<file path="src/design/assert_macros.svh">
// Assertion helper macros shared by the tone control RTL.
// Each macro expects clk and rst_n in scope at the point of use.
`ifndef ASSERT_MACROS_SVH
`define ASSERT_MACROS_SVH

// Condition must never be true while out of reset
`define BFO_ASSERT_NEVER(lbl, cond, msg) \
    lbl: assert property (@(posedge clk) disable iff (!rst_n) !(cond)) else $error(msg);

// Antecedent implies consequent in the same cycle
`define BFO_ASSERT_IMP(lbl, ante, cons, msg) \
    lbl: assert property (@(posedge clk) disable iff (!rst_n) (ante) |-> (cons)) else $error(msg);

`endif

</file>
<file path="src/design/bfo_mdtc_pkg.sv">
// Package for the metal detector tone control block.
// Holds payload types, register codes and fixed constants; no dependencies.
package bfo_mdtc_pkg;

    // Width of the measurement count field
    localparam int CNT_W = 24;

    // Configuration register indexes
    typedef enum logic [2:0] {
        CFG_THRESH_MIN   = 3'd0,
        CFG_THRESH_MAX   = 3'd1,
        CFG_HB_PERIOD    = 3'd2,
        CFG_BEEP_DIVIDER = 3'd3,
        CFG_TONE_MAX     = 3'd4
    } cfg_reg_t;

    // Register reset values
    localparam logic [7:0] THRESH_MIN_RST   = 8'd2;
    localparam logic [7:0] THRESH_MAX_RST   = 8'd30;
    localparam logic [7:0] HB_PERIOD_RST    = 8'd150;
    localparam logic [6:0] BEEP_DIVIDER_RST = 7'd20;
    localparam logic [6:0] TONE_MAX_RST     = 7'd100;

    // Offset added to diff/4 for the detection tone divider
    localparam logic [22:0] TONE_OFFSET = 23'd10;

    // One measurement request
    typedef struct packed {
        logic [CNT_W-1:0] measurement_count;
        logic             button_calibrate;
        logic             button_plus;
        logic             button_minus;
    } meas_item_t;

    // One result
    typedef struct packed {
        logic       tone_on;
        logic [6:0] tone_divider;
        logic       fault;
        logic       calibrating;
        logic [7:0] detect_level;
    } result_item_t;

endpackage

</file>
<file path="src/design/bfo_mdtc_stream_if.sv">
// Valid/ready stream interface used for measurement and result channels.
// Payload type is a parameter; no other dependencies.
interface bfo_mdtc_stream_if #(
    parameter type payload_t = logic
);
    logic     valid;
    logic     ready;
    payload_t data;

    modport source (output valid, output data, input ready);
    modport sink   (input valid, input data, output ready);
endinterface

</file>
<file path="src/design/bfo_metal_detect_tone_control_unit.sv">
// An accepted request is held in the input register, its result in the result register; the two
// keep both sides moving, for one request per cycle unless result.ready is low or div_busy is set.
// When CAL_SAMPLES is not a power of two, the baseline comes from a reciprocal multiply in
// the cycle after the last calibration request; no request advances during that multiply.
// Reset (rst_n, async, active low) starts a calibration and loads register defaults.
// Depends on bfo_mdtc_pkg, bfo_mdtc_stream_if and assert_macros.svh.
`include "assert_macros.svh"

module bfo_metal_detect_tone_control_unit #(
    parameter int CAL_SAMPLES = 8,
    parameter int COUNT_WIDTH = 24
) (
    input  logic                         clk,
    input  logic                         rst_n,
    input  logic                         cfg_write,
    input  logic [2:0]                   cfg_index,
    input  logic [7:0]                   cfg_data,
    bfo_mdtc_stream_if.sink              meas,
    bfo_mdtc_stream_if.source            result
);

    localparam int CW    = (COUNT_WIDTH < bfo_mdtc_pkg::CNT_W) ? COUNT_WIDTH
                                                                : bfo_mdtc_pkg::CNT_W;
    localparam logic [bfo_mdtc_pkg::CNT_W-1:0] CNT_MASK =
        bfo_mdtc_pkg::CNT_W'((33'd1 << CW) - 33'd1);
    localparam int LOG   = $clog2(CAL_SAMPLES);
    localparam int SW    = bfo_mdtc_pkg::CNT_W + LOG;
    localparam int IW    = $clog2(CAL_SAMPLES + 1);
    localparam bit POW2  = ((CAL_SAMPLES & (CAL_SAMPLES - 1)) == 0);

    // Configuration registers
    logic [7:0] thresh_min_reg, thresh_max_reg, hb_period_reg;
    logic [6:0] beep_div_reg, tone_max_reg;

    // Block state
    logic [bfo_mdtc_pkg::CNT_W-1:0] baseline_reg;
    logic [SW-1:0] cal_sum_reg, cal_sum_next;
    logic [IW-1:0] cal_idx_reg, cal_idx_next;
    logic          cal_active_reg, cal_active_next;
    logic [7:0]    thresh_reg, thresh_next;
    logic          err_reg, err_next;
    logic          above_reg, above_next;
    logic          beat_reg, beat_next;
    logic [7:0]    beat_cnt_reg, beat_cnt_next;
    logic          tone_act_reg, tone_act_next;
    logic [6:0]    tone_val_reg, tone_val_next;

    // Input stage and result stage
    logic                       stg_vld_reg;
    bfo_mdtc_pkg::meas_item_t   stg_reg;
    logic                       res_vld_reg;
    bfo_mdtc_pkg::result_item_t res_reg;

    logic                           advance;
    logic                           div_busy;
    logic                           cal_done;
    logic                           base_load;
    logic [bfo_mdtc_pkg::CNT_W-1:0] base_value;
    logic [bfo_mdtc_pkg::CNT_W-1:0] count;
    logic [bfo_mdtc_pkg::CNT_W-1:0] diff;
    logic [22:0]                    div_full;
    logic [6:0]                     div_sat;
    logic [IW-1:0]                  idx_inc;
    logic                           cal_last;
    logic [SW-1:0]                  cal_total;

    // Handshake: stage moves on when the result slot is free or being drained and no divide is busy
    assign advance      = stg_vld_reg && !div_busy && (!res_vld_reg || result.ready);
    assign meas.ready   = !stg_vld_reg || advance;
    assign result.valid = res_vld_reg;
    assign result.data  = res_reg;

    // Write configuration registers
    always_ff @(posedge clk or negedge rst_n)
    begin
        if (!rst_n)
        begin
            thresh_min_reg <= bfo_mdtc_pkg::THRESH_MIN_RST;
            thresh_max_reg <= bfo_mdtc_pkg::THRESH_MAX_RST;
            hb_period_reg  <= bfo_mdtc_pkg::HB_PERIOD_RST;
            beep_div_reg   <= bfo_mdtc_pkg::BEEP_DIVIDER_RST;
            tone_max_reg   <= bfo_mdtc_pkg::TONE_MAX_RST;
        end
        else if (cfg_write)
        begin
            unique case (bfo_mdtc_pkg::cfg_reg_t'(cfg_index))
                bfo_mdtc_pkg::CFG_THRESH_MIN:   thresh_min_reg <= cfg_data;
                bfo_mdtc_pkg::CFG_THRESH_MAX:   thresh_max_reg <= cfg_data;
                bfo_mdtc_pkg::CFG_HB_PERIOD:    hb_period_reg  <= cfg_data;
                bfo_mdtc_pkg::CFG_BEEP_DIVIDER: beep_div_reg   <= cfg_data[6:0];
                bfo_mdtc_pkg::CFG_TONE_MAX:     tone_max_reg   <= cfg_data[6:0];
                default: ;
            endcase
        end
    end

    // Datapath terms for the staged request
    assign count     = stg_reg.measurement_count & CNT_MASK;
    assign diff      = (count > baseline_reg) ? count - baseline_reg : baseline_reg - count;
    assign div_full  = 23'(diff[bfo_mdtc_pkg::CNT_W-1:2]) + bfo_mdtc_pkg::TONE_OFFSET;
    assign div_sat   = (div_full >= 23'(tone_max_reg)) ? tone_max_reg : div_full[6:0];
    assign idx_inc   = cal_idx_reg + IW'(1);
    assign cal_last  = (idx_inc >= IW'(CAL_SAMPLES));
    assign cal_done  = advance && cal_active_reg && cal_last;
    assign cal_total = cal_sum_reg + SW'(count);

    // Next state for one request
    always_comb
    begin
        cal_sum_next    = cal_sum_reg;
        cal_idx_next    = cal_idx_reg;
        cal_active_next = cal_active_reg;
        thresh_next     = thresh_reg;
        err_next        = err_reg;
        above_next      = above_reg;
        beat_next       = beat_reg;
        beat_cnt_next   = beat_cnt_reg;
        tone_act_next   = tone_act_reg;
        tone_val_next   = tone_val_reg;

        if (cal_active_reg)
        begin
            // Accumulate calibration sample
            cal_sum_next = cal_total;
            cal_idx_next = idx_inc;
            if (cal_last)
            begin
                cal_sum_next    = '0;
                cal_idx_next    = '0;
                cal_active_next = 1'b0;
                thresh_next     = thresh_min_reg;
            end
        end
        else if (count == '0)
        begin
            // Enter coil fault mode
            if (!err_reg)
            begin
                tone_act_next = 1'b1;
                tone_val_next = beep_div_reg;
                err_next      = 1'b1;
                above_next    = 1'b0;
                beat_next     = 1'b0;
            end
        end
        else
        begin
            // Leave fault mode
            if (err_reg)
            begin
                tone_act_next = 1'b0;
                err_next      = 1'b0;
                above_next    = 1'b0;
                beat_next     = 1'b0;
            end

            // Detection against threshold
            if (diff < bfo_mdtc_pkg::CNT_W'(thresh_reg))
            begin
                if (above_next)
                begin
                    tone_act_next = 1'b0;
                    above_next    = 1'b0;
                end
            end
            else
            begin
                if (!above_next)
                begin
                    tone_act_next = 1'b1;
                    tone_val_next = div_sat;
                    above_next    = 1'b1;
                end
                else if (tone_val_next != div_sat)
                begin
                    tone_act_next = 1'b1;
                    tone_val_next = div_sat;
                end
            end

            // Buttons: calibrate over plus over minus
            if (stg_reg.button_calibrate)
            begin
                cal_active_next = 1'b1;
                cal_idx_next    = '0;
                cal_sum_next    = '0;
            end
            else if (stg_reg.button_plus)
            begin
                if (thresh_reg < thresh_max_reg)
                    thresh_next = thresh_reg + 8'd1;
            end
            else if (stg_reg.button_minus)
            begin
                if (thresh_reg > thresh_min_reg)
                    thresh_next = thresh_reg - 8'd1;
            end

            // Heartbeat beep
            if (beat_next)
            begin
                if (!above_next)
                    tone_act_next = 1'b0;
                beat_next = 1'b0;
            end
            else if (beat_cnt_reg == hb_period_reg)
            begin
                beat_next = 1'b1;
                if (!above_next)
                begin
                    tone_act_next = 1'b1;
                    tone_val_next = beep_div_reg;
                end
                beat_cnt_next = '0;
            end
            else
            begin
                beat_cnt_next = beat_cnt_reg + 8'd1;
            end
        end
    end

    // Baseline from the calibration sum
    generate
        if (POW2)
        begin : g_shift
            assign div_busy   = 1'b0;
            assign base_load  = cal_done;
            assign base_value = cal_total[LOG +: bfo_mdtc_pkg::CNT_W];
        end
        else
        begin : g_recip
            // floor(sum / CAL_SAMPLES) as (sum * RECIP) >> RSH, exact for any SW-bit sum
            localparam int RSH = SW + LOG;
            localparam int MW  = SW + 1;
            localparam int PW  = SW + MW;
            localparam logic [MW-1:0] RECIP =
                MW'(((64'd1 << RSH) + 64'(CAL_SAMPLES - 1)) / 64'(CAL_SAMPLES));

            logic          busy_reg;
            logic [SW-1:0] sum_reg;
            logic [PW-1:0] prod;

            assign prod       = PW'(sum_reg) * PW'(RECIP);
            assign div_busy   = busy_reg;
            assign base_load  = busy_reg;
            assign base_value = prod[RSH +: bfo_mdtc_pkg::CNT_W];

            // Hold requests while the multiply runs
            always_ff @(posedge clk or negedge rst_n)
            begin
                if (!rst_n)
                    busy_reg <= 1'b0;
                else
                    busy_reg <= cal_done;
            end

            // Capture the final calibration sum
            always_ff @(posedge clk)
            begin
                if (cal_done)
                    sum_reg <= cal_total;
            end
        end
    endgenerate

    // Hold baseline until a calibration completes
    always_ff @(posedge clk or negedge rst_n)
    begin
        if (!rst_n)
            baseline_reg <= '0;
        else if (base_load)
            baseline_reg <= base_value;
    end

    // Advance block state
    always_ff @(posedge clk or negedge rst_n)
    begin
        if (!rst_n)
        begin
            cal_sum_reg    <= '0;
            cal_idx_reg    <= '0;
            cal_active_reg <= 1'b1;
            thresh_reg     <= bfo_mdtc_pkg::THRESH_MIN_RST;
            err_reg        <= 1'b0;
            above_reg      <= 1'b0;
            beat_reg       <= 1'b0;
            beat_cnt_reg   <= '0;
            tone_act_reg   <= 1'b0;
            tone_val_reg   <= '0;
        end
        else if (advance)
        begin
            cal_sum_reg    <= cal_sum_next;
            cal_idx_reg    <= cal_idx_next;
            cal_active_reg <= cal_active_next;
            thresh_reg     <= thresh_next;
            err_reg        <= err_next;
            above_reg      <= above_next;
            beat_reg       <= beat_next;
            beat_cnt_reg   <= beat_cnt_next;
            tone_act_reg   <= tone_act_next;
            tone_val_reg   <= tone_val_next;
        end
    end

    // Input stage valid and result valid
    always_ff @(posedge clk or negedge rst_n)
    begin
        if (!rst_n)
        begin
            stg_vld_reg <= 1'b0;
            res_vld_reg <= 1'b0;
        end
        else
        begin
            if (meas.ready)
                stg_vld_reg <= meas.valid;
            if (advance)
                res_vld_reg <= 1'b1;
            else if (result.ready)
                res_vld_reg <= 1'b0;
        end
    end

    // Capture request and result payloads
    always_ff @(posedge clk)
    begin
        if (meas.valid && meas.ready)
            stg_reg <= meas.data;
        if (advance)
        begin
            res_reg.tone_on      <= tone_act_next;
            res_reg.tone_divider <= tone_val_next;
            res_reg.fault        <= err_next;
            res_reg.calibrating  <= cal_active_next;
            res_reg.detect_level <= thresh_next;
        end
    end

    `BFO_ASSERT_NEVER(a_fault_not_cal, err_reg && cal_active_reg, "fault during calibration")
    `BFO_ASSERT_IMP(a_above_tone, above_reg, tone_act_reg, "detection without tone")
    `BFO_ASSERT_NEVER(a_beat_not_fault, beat_reg && err_reg, "heartbeat flag in fault mode")
    `BFO_ASSERT_IMP(a_div_stall, div_busy, !advance, "request advanced during baseline divide")

endmodule

</file>
<file path="src/flat_wrapper.sv">
// flat-port wrapper written by rule: the top's interface ports become plain ports
module bfo_metal_detect_tone_control_unit_flat 
#(
    parameter int CAL_SAMPLES = 8,
    parameter int COUNT_WIDTH = 24
)
  (clk, rst_n, cfg_write, cfg_index, cfg_data, meas_valid, meas_data, meas_ready, result_valid, result_data, result_ready);
  bfo_mdtc_stream_if #(.payload_t(bfo_mdtc_pkg::meas_item_t)) meas_i ();
  bfo_mdtc_stream_if #(.payload_t(bfo_mdtc_pkg::result_item_t)) result_i ();
  input  logic clk;
  input  logic rst_n;
  input  logic cfg_write;
  input  logic [2:0] cfg_index;
  input  logic [7:0] cfg_data;
  input wire logic [$bits(meas_i.valid)-1:0] meas_valid;
  input wire logic [$bits(meas_i.data)-1:0] meas_data;
  output wire logic [$bits(meas_i.ready)-1:0] meas_ready;
  output wire logic [$bits(result_i.valid)-1:0] result_valid;
  output wire logic [$bits(result_i.data)-1:0] result_data;
  input wire logic [$bits(result_i.ready)-1:0] result_ready;
  assign meas_i.valid = meas_valid;
  assign meas_i.data = meas_data;
  assign meas_ready = meas_i.ready;
  assign result_valid = result_i.valid;
  assign result_data = result_i.data;
  assign result_i.ready = result_ready;
  bfo_metal_detect_tone_control_unit #(.CAL_SAMPLES(CAL_SAMPLES), .COUNT_WIDTH(COUNT_WIDTH)) u_core (.clk(clk), .rst_n(rst_n), .cfg_write(cfg_write), .cfg_index(cfg_index), .cfg_data(cfg_data), .meas(meas_i), .result(result_i));
endmodule
</file>
<file path="config.mk">
export PLATFORM = sky130hd
export DESIGN_NAME = bfo_metal_detect_tone_control_unit_flat
export DESIGN_NICKNAME = d
export VERILOG_FILES = /design/src/design/bfo_mdtc_pkg.sv /design/src/design/bfo_mdtc_stream_if.sv /design/src/design/bfo_metal_detect_tone_control_unit.sv /design/src/flat_wrapper.sv
export VERILOG_INCLUDE_DIRS = /design/src /design/src/design
export SDC_FILE = /design/constraint.sdc
export NUM_CORES = 1
export LEC_CHECK = 0
export ABC_AREA = 1
export BUFFER_PORTS_ARGS = -buffer_cell sky130_fd_sc_hd__buf_4
export CORE_MARGIN = 5
export CORE_UTILIZATION = 35
export DETAILED_ROUTE_END_ITERATION = 8
export GPL_TIMING_DRIVEN = 0
export PLACE_DENSITY = 0.59
export SYNTH_ARGS = -nofsm -noshare
export SYNTH_HDL_FRONTEND = slang
export SYNTH_SLANG_ARGS = --single-unit
</file>
<file path="constraint.sdc">
create_clock -name clk -period 6.3 [get_ports clk]
set_input_delay 0.945 -clock clk [delete_from_list [all_inputs] [get_ports clk]]
set_output_delay 0.945 -clock clk [all_outputs]
set_load 0.02 [all_outputs]
</file>
* After elaboration in Yosys (flattened, before gate mapping)
Cells that the tools add are included. W data, S select, Z words.
Cells by class: add/subtract/negate cells 8, magnitude comparators 6, eq/ne operators 8, multiplexer cells 62, bitwise operators 3, reduce and logical (&&, ||, !) cells 20
Operator list (count):
- $mux W27 | 4
- $mux W8 | 9
- $mux W7 | 10
- $sub A24 B24 Y24 | 2
- $mux W1 | 34
- $add A27 B24 Y27 | 1
- $gt A24 B24 Y1 | 1
- $logic_not A24 Y1 | 1
- $lt A24 B8 Y1 | 1
- $mux W24 | 1
- $add A22 B4 Y23 const B | 1
- $ge A23 B7 Y1 | 1
- $add A8 B1 Y8 const B | 2
- $mux W4 | 4
- $reduce_and A2 Y1 | 5
- $eq A8 B8 Y1 | 1
- $gt A8 B8 Y1 | 1
- $lt A8 B8 Y1 | 1
- $sub A8 B1 Y8 const B | 1
- $ne A7 B7 Y1 | 1
- $eq A3 B2 Y1 const B | 2
- $reduce_and A3 Y1 | 2
- $add A4 B1 Y4 const B | 1
- $ge A4 B4 Y1 const B | 1
- other kinds (11) | 19
Word-level totals: bits in registers 168, output and inout bits 20

* Longest topological paths before layout
word-level depth 14, depth in mapped cells 44, depth with buffers taken out 43

* Worst setup path after synthesis
Ideal clock, no wire load.
kind reg2reg, from reg u_core.stg_reg (netlist bit u_core.count[0]), to reg u_core.res_reg (netlist bit u_core.result.data[17]) (data pin), library setup time 0.256 ns, data arrival time 4.601 ns, required time 6.044 ns, setup slack 1.442 ns, stages on the path, launching flop included 38, buffers on the path 2, cells stage by stage edfxtp_1 -> inv_1 -> ha_1 -> inv_1 -> fa_1 -> nand3_1 -> nand3_1 -> nand2_1 -> nand2_1 -> nand2_1 -> nand3_4 -> nand2_4 -> buf_8 -> buf_6 -> o21ai_0 -> ha_1 -> ha_1 -> a21oi_1 -> [... 2 more ...] -> a21oi_1 -> o21ai_0 -> a21oi_1 -> nand3_1 -> nor2_1 -> nand3_1 -> nor2_4 -> nand2_4 -> nand2_1 -> nand2_1 -> xor2_1 -> nand2_1 -> nor2_1 -> nand2_1 -> nand2_1 -> nand2_1 -> nand2_1 -> a21oi_1
Between the ends: cells in the longest elaborated chain, start to end 14
RTL lines:
- start, declared | line bfo_metal_detect_tone_control_unit.sv:50 | bfo_mdtc_pkg::meas_item_t stg_reg;
- start signal, assigned | line bfo_metal_detect_tone_control_unit.sv:330 | stg_reg <= meas.data;
- $sub A24 B24 Y24 / $gt A24 B24 Y1 (equally long branches) | line bfo_metal_detect_tone_control_unit.sv:99 | assign diff = (count > baseline_reg) ? count - baseline_reg : baseline_reg - count;
- $mux W24 | line bfo_metal_detect_tone_control_unit.sv:99
- $add A22 B4 Y23 | line bfo_metal_detect_tone_control_unit.sv:100 | assign div_full = 23'(diff[bfo_mdtc_pkg::CNT_W-1:2]) + bfo_mdtc_pkg::TONE_OFFSET;
- $ge A23 B7 Y1 | line bfo_metal_detect_tone_control_unit.sv:101 | assign div_sat = (div_full >= 23'(tone_max_reg)) ? tone_max_reg : div_full[6:0];
- $mux W7 | line bfo_metal_detect_tone_control_unit.sv:101
- $ne A7 B7 Y1 | line bfo_metal_detect_tone_control_unit.sv:174 | else if (tone_val_next != div_sat)
- $mux W1 | line bfo_metal_detect_tone_control_unit.sv:174
- $mux W1 | line bfo_metal_detect_tone_control_unit.sv:168 | if (!above_next)
- $mux W1 | line bfo_metal_detect_tone_control_unit.sv:158 | if (diff < bfo_mdtc_pkg::CNT_W'(thresh_reg))
- $mux W1 | line bfo_metal_detect_tone_control_unit.sv:209 | if (!above_next)
- $mux W1 | line bfo_metal_detect_tone_control_unit.sv:206 | else if (beat_cnt_reg == hb_period_reg)
- $mux W1 | line bfo_metal_detect_tone_control_unit.sv:200 | if (beat_next)
- $mux W1 * | line bfo_metal_detect_tone_control_unit.sv:134 | else if (count == '0)
- $mux W1 * | line bfo_metal_detect_tone_control_unit.sv:121 | if (cal_active_reg)
- named net u_core.tone_act_next | line bfo_metal_detect_tone_control_unit.sv:45 | logic tone_act_reg, tone_act_next;
- end, declared | line bfo_metal_detect_tone_control_unit.sv:52 | bfo_mdtc_pkg::result_item_t res_reg;
Mark *: on every way through the listed nets, which the timed path passes. The rest lies on a longest branch. The select of a mux whose other input is x is not followed. A chain may end at the register's enable or synchronous reset.

* Worst setup path in the final report
from reg u_core.stg_reg (netlist bit u_core.count[13]), to reg u_core.res_reg (netlist bit u_core.result.data[17]) (data pin)
The elaborated chain is that of the path after synthesis.

==> impl_metrics.json <==
{
  "layout.cells.non_filler": 2634,
  "synth_top_family_by_area": "simple AND/OR/NAND/NOR gates",
  "crit_required_ns": 6.50,
  "min_path_type": "input port to asynchronous set/reset pin",
  "max-cap-violations": 0,
  "cts-root-buf": "clkbuf_16",
  "ys_ff_latch": 168,
  "ioPinCount": 63,
  "slew_viol_final": 0,
  "worst_clock_skew_ns": 0.0141,
  "power_density_mw_per_mm2": 453,
  "synthArstFlopShare": 0.732,
  "critPathMaxStageDelay_ns": 0.49,
  "area_delta_synth_final_pct": 12.9,
  "cts.path.max_buffers": 2,
  "dpl.hpwl_mm": 31.9,
  "syn_inst": 2017,
  "yosys_warnings": 0,
  "synth-xor-area-share": 0.0314,
  "max_slew_margin": 0.253,
  "drc": 0,
  "yosys-mux-area-fraction": 0,
  "synthFlopType": "dfrtp_1",
  "dr.pass1.iters": 5,
  "synth_compound_area_frac": 0.107,
  "grt_pass1_wl_mm": 63.9,
  "die_y_um": 208,
  "max_freq_mhz": 172,
  "largest_reg_flops": 27,
  "antenna_found_initial": 0,
  "startpoint": "u_core.count[13]",
  "rows": 72,
  "portBuffers": 62,
  "finalCriticalPeriod_ns": 5.82,
  "first_iter_violations": 743,
  "tritoncts": "yes",
  "reg2reg_from": "u_core.count[13]",
  "grt_usage": 0.182,
  "core_area_mm2": 0.0386,
  "ys_seq_area_frac": 0.326,
  "placed_cell_area_mm2": 0.0148,
  "holdWs_ns": 0.374,
  "tightest_slew_ns": 1.12,
  "ant_nets": 0,
  "hold_violations": 0,
  "dieWidth_um": 208,
  "cts_buffers": 17,
  "initial_core_util": 0.354,
  "setup_violations": 0,
  "slowest_stage": "edfxtp_1",
  "wire_per_inst_um": 14.9,
  "nets": 2254,
  "critPathMaxFanout": 10,
  "yosysUniqueCellTypes": 52,
  "r2r_cells": 38,
  "clk_pin_slew_ns": 0.07,
  "place_inst": 2598,
  "outcome": "complete, no violations",
  "peakVddDrop_mv": 0.238,
  "totalWireLength_mm": 39.3,
  "grt_pass1_vias": 12300,
  "vias_per_cell": 4.90,
  "synthSimpleGateAreaFrac": 0.338,
  "end_kind": "flip-flop",
  "clock_latency_ns": 0.46,
  "vias": 12900,
  "start_kind": "flip-flop",
  "final_area_mm2": 0.0154,
  "syn_area_mm2": 0.0137,
  "synth_edf_count": 45,
  "grt.overflow.total": 0,
  "post-route-period-util": 0.924,
  "final_core_util": 0.399,
  "cp.arrival_ns": 6.02,
  "clock_sinks": 168,
  "crit_top_cell": "nand2_1",
  "finalSetupTns_ns": 0,
  "power.leakage_nw": 7.99,
  "gp_congestion": 0.924,
  "syn_avg_cell_area_um2": 6.77,
  "grt_max_degree": 89,
  "syn_nets": 2168,
  "dieArea_mm2": 0.0431,
  "antenna_cells": 0,
  "path_class": "flip-flop to flip-flop",
  "synth-adder-area-share": 0.101,
  "drive_above_1_share": 0.0978,
  "cts_max_level": 4
}
[layer usage]
metal  vias to the layer above  global-route usage  part of all wire
li1                       6633                   -                 -
met1                      6011               0.244              0.47
met2                       220               0.310              0.48
met3                        41              0.0225             0.032
met4                         0              0.0518             0.021
met5                         -                   0                 0
[Yosys cell counts (7+ instances only)]
cell type  instances  area share
nor2_1           122       0.034
inv_1            284       0.078
nand2_2           32       0.015
xnor2_1           15      0.0096
ha_1             105       0.096
o22ai_1            9      0.0041
a21oi_1           88       0.032
nand2_1          697        0.19
o21ai_0          147       0.054
clkbuf_1          25      0.0069
or2_2              7      0.0032
nand4_1           37       0.017
nor3_1            15      0.0055
xor2_1            34       0.022
inv_2              8      0.0022
dfrtp_1          107        0.20
buf_2             12      0.0044
nand3_1          133       0.049
dfstp_2           16       0.031
edfxtp_1          45       0.099
[cells in the final DEF (no fill, tap or decap), drive strengths merged, types with 6 or more instances in the layout]
cell    synthesis  final
dfstp          16     16
a21o            6      6
ha            105    105
clkinv          5      8
buf            17     84
nor3           16     16
clkbuf         25     45
a21oi          89     89
edfxtp         45     45
nor2          134    134
or2             7      7
xor2           34     34
nand3         137    137
dfrtp         107    107
nand2         733    733
nand4          38     38
o22ai           9      9
o21ai         151    151
inv           292    299
xnor2          15     15
[timing repair]
| action | CTS | global route |
|---|---|---|
| resized for setup | 0 | 6 |
| setup endpoints to repair | 0 | 16 |
| buffers inserted | 0 | 4 |
| hold buffers | 0 | 0 |
| hold endpoints to repair | 0 | 0 |
[worst max-delay path, delay by kind of cell, from the launching register on]
kind / cells / cell delay [ns]
adder cells (fa/ha/maj): 3 / 0.94
flip-flops: 1 / 0.49
buffers and inverters: 6 / 0.59
AO/OA/AOI/OAI: 6 / 0.86
AND/OR/NAND/NOR: 22 / 2.48
XOR/XNOR: 1 / 0.14
[final timing paths]
path,slack (ns),to
min,0.37,u_core.cal_sum_reg[20]
max in group asynchronous,5.10,u_core.hb_period_reg[7]
max reg2reg,0.48,u_core.result.data[17]
min reg2reg,0.49,u_core.tone_max_reg[1]
min in group clk,0.49,u_core.tone_max_reg[1]
max,0.48,u_core.result.data[17]
[power breakdown]
group	switching, W	internal, W
Sequential	0.000270	0.00148
Combinational	0.00278	0.00144
Clock	0.000462	0.000559
Total	0.00351	0.00348
[stage by stage]
stage,total power [W],setup WS [ns]
2_1_floorplan,0.00481,1.44
3_3_place_gp,0.00586,0.201
3_5_place_dp,0.00595,0.182
4_1_cts,0.00700,0.169
5_1_grt,0.00770,-0.00758
6_report,0.00699,0.481
[logic make-up (layout without fill, tap and decap cells)]
family,Yosys count,in the layout
and+or+nand+nor,1079,1079
buffers and inverters,339,438
AOI/OAI and AO/OA,274,274
DFF,168,168
adders and majority gates,108,108
xor gates and xnor gates,49,49
[cell type report]
| class | instances | area, µm² |
|---|---|---|
| clock buffers | 20 | 447 |
| inverters | 297 | 1110 |
| flip-flops and latches | 168 | 4450 |
| fillers | 4063 | 23200 |
| well taps | 518 | 648 |
| repair buffers | 67 | 527 |
| plain buffers | 42 | 210 |
| clock inverters | 12 | 113 |
| multi-input cells | 1510 | 7920 |
Note: power is estimated with default switching activity, not from simulation.
